--- config.mk ---
export PLATFORM = sky130hd
export DESIGN_NAME = detection_row_decode_filter
export DESIGN_NICKNAME = d
export VERILOG_FILES = /design/src/hdl/drdf_pkg.sv /design/src/hdl/detection_row_decode_filter.sv /design/src/hdl/drdf_cfg_regs.sv /design/src/hdl/drdf_row_tracker.sv /design/src/hdl/drdf_box_scale.sv
export SDC_FILE = /design/constraint.sdc
export NUM_CORES = 2
export LEC_CHECK = 0
export BUFFER_PORTS_ARGS = -buffer_cell sky130_fd_sc_hd__buf_2
export CAP_MARGIN = 5
export CORE_MARGIN = 1.5
export CORE_UTILIZATION = 40
export CTS_CLUSTER_DIAMETER = 150
export CTS_CLUSTER_SIZE = 28
export DETAILED_ROUTE_END_ITERATION = 10
export SLEW_MARGIN = 40
export SYNTH_ARGS = -nofsm -noshare
export SYNTH_HDL_FRONTEND = slang
export SYNTH_SLANG_ARGS = --single-unit
--- constraint.sdc ---
create_clock -name clk -period 12.1 [get_ports clk]
set_input_delay 0.605 -clock clk [delete_from_list [all_inputs] [get_ports clk]]
set_output_delay 0.605 -clock clk [all_outputs]
set_load 0.03 [all_outputs]
--- src/hdl/drdf_pkg.sv ---
// Shared types, constants and register codes of the detection row decode filter.
`default_nettype none

package drdf_pkg;

  // Parameter defaults
  localparam int DEF_MAX_CLASSES   = 16;
  localparam int DEF_NUM_PROPOSALS = 25200;

  // Field widths
  localparam int VALUE_W  = 16;
  localparam int SCALE_W  = 16;
  localparam int CONF_W   = 16;
  localparam int NC_W     = 5;
  localparam int EDGE_W   = 16;
  localparam int EXT_W    = 15;
  localparam int CLASS_W  = 4;
  localparam int INDEX_W  = 15;
  localparam int APB_AW   = 4;
  localparam int APB_DW   = 32;
  localparam int BOX_N    = 4;

  // Objectness threshold cap: 0.5 in Q0.16
  localparam logic [CONF_W-1:0] HALF_Q16 = 16'h8000;

  // Register reset values
  localparam logic [CONF_W-1:0]  RST_CONFIDENCE  = 16'd26214;
  localparam logic [SCALE_W-1:0] RST_X_SCALE     = 16'd256;
  localparam logic [SCALE_W-1:0] RST_Y_SCALE     = 16'd256;
  localparam logic [NC_W-1:0]    RST_CLASS_COUNT = 5'd1;

  // Box field slots in row order
  localparam int BOX_CX = 0;
  localparam int BOX_CY = 1;
  localparam int BOX_W  = 2;
  localparam int BOX_H  = 3;

  // Register word index (byte address / 4)
  typedef enum logic [1:0] {
    REG_CONFIDENCE  = 2'd0,
    REG_X_SCALE     = 2'd1,
    REG_Y_SCALE     = 2'd2,
    REG_CLASS_COUNT = 2'd3
  } reg_index_t;

  typedef struct packed {
    logic [CONF_W-1:0]  confidence;
    logic [SCALE_W-1:0] x_scale;
    logic [SCALE_W-1:0] y_scale;
    logic [NC_W-1:0]    class_count;
  } cfg_t;

  // Row end report from the tracker
  typedef struct packed {
    logic                          row_end;
    logic                          pass;
    logic [BOX_N-1:0][VALUE_W-1:0] box;
    logic [CLASS_W-1:0]            class_id;
    logic [VALUE_W-1:0]            score;
    logic [INDEX_W-1:0]            index;
  } row_info_t;

  typedef struct packed {
    logic signed [EDGE_W-1:0] left;
    logic signed [EDGE_W-1:0] top;
    logic [EXT_W-1:0]         box_width;
    logic [EXT_W-1:0]         box_height;
  } box_px_t;

endpackage

`default_nettype wire

--- src/hdl/detection_row_decode_filter.sv ---
// Top level of the detection row decode filter: input stage, row logic, result register.
//
//  channel   | handshake                       | payload
//  ----------+---------------------------------+---------------------------------------
//  input     | value_valid / value_stall       | value
//  result    | result_valid / result_stall     | left top box_width box_height class_id
//            |                                 | score proposal_index
//  config    | psel penable pwrite pready      | paddr pwdata prdata
//
// One value is taken per cycle while value_stall is low.
// The input register feeds the row logic and box scaler, whose result lands in the
// output register; the scaler's 17x16 multiply sets the critical path.
// Synchronous reset empties the pipeline, clears the row state and loads the register reset values.
// A stalled result holds its register; the input stalls only when a passing row end
// waits behind it, other values keep flowing.
`default_nettype none

module detection_row_decode_filter #(
  parameter int MAX_CLASSES   = drdf_pkg::DEF_MAX_CLASSES,
  parameter int NUM_PROPOSALS = drdf_pkg::DEF_NUM_PROPOSALS
) (
  input  wire logic                                clk,
  input  wire logic                                rst,
  // input stream
  input  wire logic                                value_valid,
  output logic                                     value_stall,
  input  wire logic        [drdf_pkg::VALUE_W-1:0] value,
  // result stream
  output logic                                     result_valid,
  input  wire logic                                result_stall,
  output logic signed      [drdf_pkg::EDGE_W-1:0]  left,
  output logic signed      [drdf_pkg::EDGE_W-1:0]  top,
  output logic             [drdf_pkg::EXT_W-1:0]   box_width,
  output logic             [drdf_pkg::EXT_W-1:0]   box_height,
  output logic             [drdf_pkg::CLASS_W-1:0] class_id,
  output logic             [drdf_pkg::VALUE_W-1:0] score,
  output logic             [drdf_pkg::INDEX_W-1:0] proposal_index,
  // configuration
  input  wire logic                                psel,
  input  wire logic                                penable,
  input  wire logic                                pwrite,
  input  wire logic        [drdf_pkg::APB_AW-1:0]  paddr,
  input  wire logic        [drdf_pkg::APB_DW-1:0]  pwdata,
  output logic             [drdf_pkg::APB_DW-1:0]  prdata,
  output logic                                     pready
);
  import drdf_pkg::*;

  cfg_t               cfg;
  row_info_t          info;
  box_px_t            px;
  logic               in_valid;
  logic [VALUE_W-1:0] in_value;
  logic               out_free;
  logic               consume;

  drdf_cfg_regs u_cfg (
    .clk     (clk),
    .rst     (rst),
    .psel    (psel),
    .penable (penable),
    .pwrite  (pwrite),
    .paddr   (paddr),
    .pwdata  (pwdata),
    .prdata  (prdata),
    .pready  (pready),
    .cfg     (cfg)
  );

  drdf_row_tracker #(
    .MAX_CLASSES   (MAX_CLASSES),
    .NUM_PROPOSALS (NUM_PROPOSALS)
  ) u_row (
    .clk   (clk),
    .rst   (rst),
    .step  (consume),
    .value (in_value),
    .cfg   (cfg),
    .info  (info)
  );

  drdf_box_scale u_scale (
    .box (info.box),
    .cfg (cfg),
    .px  (px)
  );

  // Hold the input stage only when a detection cannot enter the result register
  assign out_free    = !result_valid || !result_stall;
  assign consume     = in_valid && (!info.pass || out_free);
  assign value_stall = in_valid && !consume;

  // Input register
  always_ff @(posedge clk) begin
    if (rst) begin
      in_valid <= 1'b0;
    end else if (value_valid && !value_stall) begin
      in_valid <= 1'b1;
    end else if (consume) begin
      in_valid <= 1'b0;
    end
  end

  always_ff @(posedge clk) begin
    if (value_valid && !value_stall) begin
      in_value <= value;
    end
  end

  // Result register: load a passing row, drop once taken
  always_ff @(posedge clk) begin
    if (rst) begin
      result_valid <= 1'b0;
    end else if (consume && info.pass) begin
      result_valid <= 1'b1;
    end else if (out_free) begin
      result_valid <= 1'b0;
    end
  end

  always_ff @(posedge clk) begin
    if (consume && info.pass) begin
      left           <= px.left;
      top            <= px.top;
      box_width      <= px.box_width;
      box_height     <= px.box_height;
      class_id       <= info.class_id;
      score          <= info.score;
      proposal_index <= info.index;
    end
  end

endmodule

`default_nettype wire

--- src/hdl/drdf_cfg_regs.sv ---
// APB-style configuration registers of the detection row decode filter.
`default_nettype none

module drdf_cfg_regs (
  input  wire logic                        clk,
  input  wire logic                        rst,
  input  wire logic                        psel,
  input  wire logic                        penable,
  input  wire logic                        pwrite,
  input  wire logic [drdf_pkg::APB_AW-1:0] paddr,
  input  wire logic [drdf_pkg::APB_DW-1:0] pwdata,
  output logic      [drdf_pkg::APB_DW-1:0] prdata,
  output logic                             pready,
  output drdf_pkg::cfg_t                   cfg
);
  import drdf_pkg::*;

  logic       wr_en;
  reg_index_t reg_sel;

  assign pready  = 1'b1;
  assign wr_en   = psel && penable && pwrite;
  assign reg_sel = reg_index_t'(paddr[3:2]);

  // Write on the access phase of a transaction
  always_ff @(posedge clk) begin
    if (rst) begin
      cfg.confidence  <= RST_CONFIDENCE;
      cfg.x_scale     <= RST_X_SCALE;
      cfg.y_scale     <= RST_Y_SCALE;
      cfg.class_count <= RST_CLASS_COUNT;
    end else if (wr_en) begin
      unique case (reg_sel)
        REG_CONFIDENCE:  cfg.confidence  <= pwdata[CONF_W-1:0];
        REG_X_SCALE:     cfg.x_scale     <= pwdata[SCALE_W-1:0];
        REG_Y_SCALE:     cfg.y_scale     <= pwdata[SCALE_W-1:0];
        REG_CLASS_COUNT: cfg.class_count <= pwdata[NC_W-1:0];
        default: ;
      endcase
    end
  end

  // Read back the selected register
  always_comb begin
    unique case (reg_sel)
      REG_CONFIDENCE:  prdata = APB_DW'(cfg.confidence);
      REG_X_SCALE:     prdata = APB_DW'(cfg.x_scale);
      REG_Y_SCALE:     prdata = APB_DW'(cfg.y_scale);
      REG_CLASS_COUNT: prdata = APB_DW'(cfg.class_count);
      default:         prdata = '0;
    endcase
  end

endmodule

`default_nettype wire

--- src/hdl/drdf_row_tracker.sv ---
// Row position, box capture, objectness test and running class maximum.
`default_nettype none

module drdf_row_tracker #(
  parameter int MAX_CLASSES   = drdf_pkg::DEF_MAX_CLASSES,
  parameter int NUM_PROPOSALS = drdf_pkg::DEF_NUM_PROPOSALS
) (
  input  wire logic                         clk,
  input  wire logic                         rst,
  input  wire logic                         step,
  input  wire logic [drdf_pkg::VALUE_W-1:0] value,
  input  drdf_pkg::cfg_t                    cfg,
  output drdf_pkg::row_info_t               info
);
  import drdf_pkg::*;

  localparam int POS_W = $clog2(MAX_CLASSES + 5);
  localparam int CMP_W = ((POS_W > NC_W) ? POS_W : NC_W) + 1;
  localparam int CNT_W = (NUM_PROPOSALS > 1) ? $clog2(NUM_PROPOSALS) : 1;

  logic [POS_W-1:0]              position;
  logic [CNT_W-1:0]              proposal_count;
  logic [BOX_N-1:0][VALUE_W-1:0] box_fields;
  logic                          objectness_pass;
  logic [VALUE_W-1:0]            best_score;
  logic [CLASS_W-1:0]            best_class;

  logic                          objectness_pass_next;
  logic [VALUE_W-1:0]            best_score_next;
  logic [CLASS_W-1:0]            best_class_next;
  logic [CNT_W-1:0]              proposal_count_next;

  logic [CMP_W-1:0]   nc_ext;
  logic [CMP_W-1:0]   eff_classes;
  logic [CMP_W-1:0]   last_pos;
  logic [POS_W-1:0]   cls;
  logic [CONF_W-1:0]  obj_th;
  logic [CNT_W:0]     count_inc;
  logic               row_end;

  // Effective class count: zero acts as one, clamp at the maximum
  always_comb begin
    nc_ext = CMP_W'(cfg.class_count);
    if (cfg.class_count == '0) begin
      eff_classes = CMP_W'(1);
    end else if (nc_ext > CMP_W'(MAX_CLASSES)) begin
      eff_classes = CMP_W'(MAX_CLASSES);
    end else begin
      eff_classes = nc_ext;
    end
    last_pos = eff_classes + CMP_W'(4);
    row_end  = CMP_W'(position) >= last_pos;
  end

  // Objectness and running-max updates for the current element
  always_comb begin
    obj_th               = (cfg.confidence < HALF_Q16) ? cfg.confidence : HALF_Q16;
    cls                  = position - POS_W'(5);
    objectness_pass_next = objectness_pass;
    best_score_next      = best_score;
    best_class_next      = best_class;
    if (position == POS_W'(4)) begin
      objectness_pass_next = value >= obj_th;
    end else if (position > POS_W'(4)) begin
      if (position == POS_W'(5) || value > best_score) begin
        best_score_next = value;
        best_class_next = CLASS_W'(cls);
      end
    end
  end

  // Row counter wraps at the frame size
  always_comb begin
    count_inc = {1'b0, proposal_count} + (CNT_W+1)'(1);
    if (count_inc >= (CNT_W+1)'(NUM_PROPOSALS)) begin
      proposal_count_next = '0;
    end else begin
      proposal_count_next = count_inc[CNT_W-1:0];
    end
  end

  // Advance state on each consumed element
  always_ff @(posedge clk) begin
    if (rst) begin
      position        <= '0;
      proposal_count  <= '0;
      box_fields      <= '0;
      objectness_pass <= 1'b0;
      best_score      <= '0;
      best_class      <= '0;
    end else if (step) begin
      if (position < POS_W'(4)) begin
        box_fields[position[1:0]] <= value;
      end
      if (row_end) begin
        position        <= '0;
        objectness_pass <= 1'b0;
        best_score      <= '0;
        best_class      <= '0;
        proposal_count  <= proposal_count_next;
      end else begin
        position        <= position + POS_W'(1);
        objectness_pass <= objectness_pass_next;
        best_score      <= best_score_next;
        best_class      <= best_class_next;
      end
    end
  end

  // Report the row outcome for the current element
  always_comb begin
    info.row_end  = row_end;
    info.pass     = row_end && objectness_pass_next && (best_score_next >= cfg.confidence);
    info.box      = box_fields;
    info.class_id = best_class_next;
    info.score    = best_score_next;
    info.index    = INDEX_W'(32'(proposal_count));
  end

endmodule

`default_nettype wire

--- src/hdl/drdf_box_scale.sv ---
// Scales the captured box to image pixels with truncation and saturation.
`default_nettype none

module drdf_box_scale (
  input  wire logic [drdf_pkg::BOX_N-1:0][drdf_pkg::VALUE_W-1:0] box,
  input  drdf_pkg::cfg_t                                         cfg,
  output drdf_pkg::box_px_t                                      px
);
  import drdf_pkg::*;

  // Edge: (2*center - size) * scale / 2^14, truncated toward zero
  function automatic logic [EDGE_W-1:0] edge_px(input logic [VALUE_W-1:0] center,
                                                input logic [VALUE_W-1:0] size,
                                                input logic [SCALE_W-1:0] scale);
    logic signed [VALUE_W+1:0] diff;
    logic                      neg;
    logic [VALUE_W:0]          mag;
    logic [32:0]               prod;
    logic [18:0]               q;
    logic [EDGE_W-1:0]         res;
    diff = $signed({1'b0, center, 1'b0}) - $signed({2'b00, size});
    neg  = diff[VALUE_W+1];
    mag  = neg ? (VALUE_W+1)'(-diff) : diff[VALUE_W:0];
    prod = 33'(mag) * 33'(scale);
    q    = prod[32:14];
    if (neg) begin
      res = (q > 19'd32768) ? 16'h8000 : (~q[15:0] + 16'd1);
    end else begin
      res = (q > 19'd32767) ? 16'h7FFF : q[15:0];
    end
    return res;
  endfunction

  // Extent: size * scale / 2^13, saturated to 15 bits
  function automatic logic [EXT_W-1:0] extent_px(input logic [VALUE_W-1:0] size,
                                                 input logic [SCALE_W-1:0] scale);
    logic [31:0] prod;
    logic [18:0] p;
    prod = 32'(size) * 32'(scale);
    p    = prod[31:13];
    return (p > 19'd32767) ? 15'h7FFF : p[14:0];
  endfunction

  always_comb begin
    px.left       = edge_px(box[BOX_CX], box[BOX_W], cfg.x_scale);
    px.top        = edge_px(box[BOX_CY], box[BOX_H], cfg.y_scale);
    px.box_width  = extent_px(box[BOX_W], cfg.x_scale);
    px.box_height = extent_px(box[BOX_H], cfg.y_scale);
  end

endmodule

`default_nettype wire

==> flow_summary.ini <==
[yosys]
yosysWarnings = 0
synth.area.mux_share = 0.0253
ys_ff_latch = 273
yosys.area_share.simple = 0.186
synth_top_family_by_area = adder cells
syn_inst = 5682
yosysSeqAreaShare = 0.133
synth_compound_area_frac = 0.0858
async_reset_ff_frac = 0
synth_xor_area_frac = 0.0216
syn-cell-area_um2 = 49800
yosys.cell_types.count = 92
synth_edf_count = 113
syn_area_per_cell_um2 = 8.76
synthAdderAreaFrac = 0.449
ys.flop_type = dfxtp_1

[die]
io_pins = 191
start_util = 0.402
rows = 129
dieArea_um2 = 127000
die_w_um = 356
die_h_um = 356
core_area_um2 = 124000

[placement]
dp.cells = 7309
post-dp-hpwl_um = 106000
port_buffers = 155
gp_congestion = 0.890
placed_area_um2 = 52500

[global_routing]
track_usage = 0.215
grt_pass1_vias = 39533
overflow = 0
grt_max_degree = 82
antenna_found_initial = 21
grt_pass1_wl_um = 218000

[worst_setup_path]
worstSetupEndpointType = flip-flop
cp_slowest_stage_delay_ns = 0.74
crit_path_start_kind = flip-flop
cpMaxStageDelayCell = or4b_2
arrival_ns = 11.61
worstPathMaxFanout = 16
crit_path_frequent_cell = fa_1
cp.required_ns = 12.39
worstSetupPathType = flip-flop to flip-flop

[cts]
cts_setup_buffers = 0
cts-root-buf = clkbuf_16
insertion_delay_ns = 0.57
cts_max_path_buffers = 3
path_clk_slew_ns = 0.12
cts_made_buffers = 15
cts_sinks = 273
cts_tree = done
hold_buffers = 0
htree_num_levels = 1
post_cts_resized = 0

[layout]
layout.nets = 7054
final-instance-count-excl-fill = 7341
fillers = 12447
final_layout_size_suffix_gt1_frac = 0.0670
design_area_um2 = 53100
utilization = 0.429
area_delta_synth_final_pct = 6.63

[power_and_ir_drop]
vdd.ir_drop.worst_mv = 0.112
powerDensity_nw_per_um2 = 70.2
leakagePower_uw = 0.0257

[sta]
slew_headroom = 0.408
holdWs_ns = 0.204
finClkSkew_ns = 0.0479
setup_tns_ns = 0
fmax_mhz = 88.3
slew_violations = 0
min_period_ns = 11.32
hold_viol = 0
finalSetupViolCount = 0
min_period_over_period = 0.936
worst_pin_slew_ns = 0.885
rsz0062_at_grt = false

[detailed_routing]
wire_per_inst_um = 18.2
num_vias = 38096
wirelength_um = 134000
viasPerCell = 5.19
ant_nets = 0
drt-initial-drc-count = 2202
wl_met2_um = 62300
top_layer = met5
drtPass1Iterations = 5
wl_met3_um = 8450
wl_met1_um = 60500
drc = 0

[hold_path]
hold_class = primary input to flip-flop

[outcome]
run_status = completed

[flow_run]
cap_violations = 0
-- kinds of logic (layout without fill, tap and decap cells) --
| group | after synthesis | in the layout |
|---|---|---|
| AO/OA/AOI/OAI | 650 | 650 |
| XOR/XNOR | 123 | 123 |
| adder cells (fa/ha/maj) | 1305 | 1305 |
| buffers and inverters | 1305 | 1307 |
| flip-flops | 273 | 273 |
| multiplexers | 117 | 117 |
| other | 2 | 22 |
| AND/OR/NAND/NOR | 1907 | 1907 |
-- routing by layer --
| metal | track usage | vias up |
|---|---|---|
| met5 | 0 | - |
| met3 | 0.0371 | 148 |
| met2 | 0.357 | 930 |
| met1 | 0.296 | 19075 |
| li1 | - | 17911 |
| met4 | 0.0410 | 32 |
-- power breakdown --
group / leakage, uW / internal, uW / switching [uW]
clock: 0.000231 / 249 / 360
combinational: 0.0231 / 725 / 1360
sequential: 0.00237 / 997 / 31.5
-- layout make-up --
cell class,count,area (um^2),share of cell area
Tap cell,1637,2050,0.0386
Inverter,1006,3780,0.0712
Clock inverter,5,90.1,0.00170
Sequential cell,273,6610,0.125
Clock buffer,21,398,0.00750
Antenna cell,5,12.5,0.000236
Timing Repair Buffer,275,1720,0.0323
Multi-Input combinational cell,4119,38400,0.724
-- state kept, by name, indices dropped and copies added (netlist names), 5 cells and up --
name,cells
box_width,15
u_row.position,5
proposal_index,15
box_height,15
left,16
in_value,16
score,16
u_row.info,64
u_row.proposal_count,15
top,16
u_cfg.cfg,53
u_row.best_score,16
-- critical path, delay by kind of cell (launching register included) --
kind | cells | cell delay [ns]
buffers and inverters | 5 | 0.28
AO/OA/AOI/OAI | 11 | 3.54
multiplexers | 1 | 0.40
adder cells (fa/ha/maj) | 9 | 4.04
XOR/XNOR | 2 | 0.53
flip-flops | 1 | 0.35
AND/OR/NAND/NOR | 7 | 1.89
-- metrics by stage --
stage	power, uW	worst slack [ns]
6_report	3720	0.779
2_1_floorplan	2490	1.35
3_5_place_dp	3110	0.903
3_3_place_gp	3080	0.892
5_1_grt	4000	0.0273
4_1_cts	3730	0.816
-- final timing paths --
kind	to	depth (start not counted)	slack (ns)	from
worst max-delay path	left[11]$_DFFE_PP_	35	0.78	u_row.info[70]$_SDFFE_PP0P_
worst min-delay path	in_value[3]$_DFFE_PP_	1	0.20	value[3]
worst max register to register	left[11]$_DFFE_PP_	35	0.78	u_row.info[70]$_SDFFE_PP0P_
worst min register to register	u_cfg.cfg[33]$_SDFFE_PP0P_	2	0.49	u_cfg.cfg[33]$_SDFFE_PP0P_
-- cell usage in the layout (no fill, tap or decap), types with 18 or more instances in the layout --
cell type  netlist  final
nor2b_1         28     28
o21bai_1        30     30
ha_1           503    503
nand2b_1        44     44
xnor2_1         84     80
dfxtp_1        160    152
nand2_1        846    846
nand3_1         53     53
a21oi_1        184    183
or3_1           27     27
mux2i_1         92     91
nor3_1          53     52
and3_1          22     22
edfxtp_1       113    113
a211oi_1        32     32
buf_2            3    154
inv_1         1006   1006
o21a_1          31     31
mux2_2          20     20
and2_1         443    443
nand4_1         41     41
o211ai_1        18     18
a31oi_1         19     19
buf_4           17    118
xor2_1          39     37
a21o_1          60     60
fa_1           802    802
nor2_1         246    244
o21ai_0        124    124
nor4_1          25     24
-- cells in the mapped netlist (7+ instances only) --
master | n | share of area
a21oi_1 | 184 | 0.019
nor2b_1 | 28 | 0.0035
buf_4 | 17 | 0.0026
dfxtp_1 | 160 | 0.064
and4_1 | 12 | 0.0021
o21bai_1 | 30 | 0.0045
or2_2 | 11 | 0.0014
a2111oi_0 | 8 | 0.0014
a221oi_1 | 13 | 0.0023
a21boi_0 | 8 | 0.0012
ha_1 | 503 | 0.13
and3_1 | 22 | 0.0028
a311oi_1 | 11 | 0.0019
mux2i_1 | 92 | 0.019
o21ai_0 | 124 | 0.012
nor3_1 | 53 | 0.0053
a211oi_1 | 32 | 0.0048
a21o_1 | 60 | 0.0091
o31ai_1 | 11 | 0.0017
and2_1 | 443 | 0.056
o21ai_1 | 7 | 0.00070
nor3b_1 | 10 | 0.0015
xor2_1 | 39 | 0.0069
a211o_1 | 17 | 0.0030
inv_1 | 1006 | 0.076
clkbuf_1 | 272 | 0.021
edfxtp_1 | 113 | 0.068
mux2_2 | 20 | 0.0045
o211ai_1 | 18 | 0.0027
fa_1 | 802 | 0.32
nor4_1 | 25 | 0.0031
xnor2_1 | 84 | 0.015
o2111ai_1 | 9 | 0.0016
or3_1 | 27 | 0.0034
nand3_1 | 53 | 0.0053
nand4_1 | 41 | 0.0052
nand3b_1 | 14 | 0.0021
nand2_1 | 846 | 0.064
a31oi_1 | 19 | 0.0024
o21a_1 | 31 | 0.0047
nor2_1 | 246 | 0.019
nand2b_1 | 44 | 0.0055
o22ai_1 | 11 | 0.0014
Power figures use the tool's default switching activity.
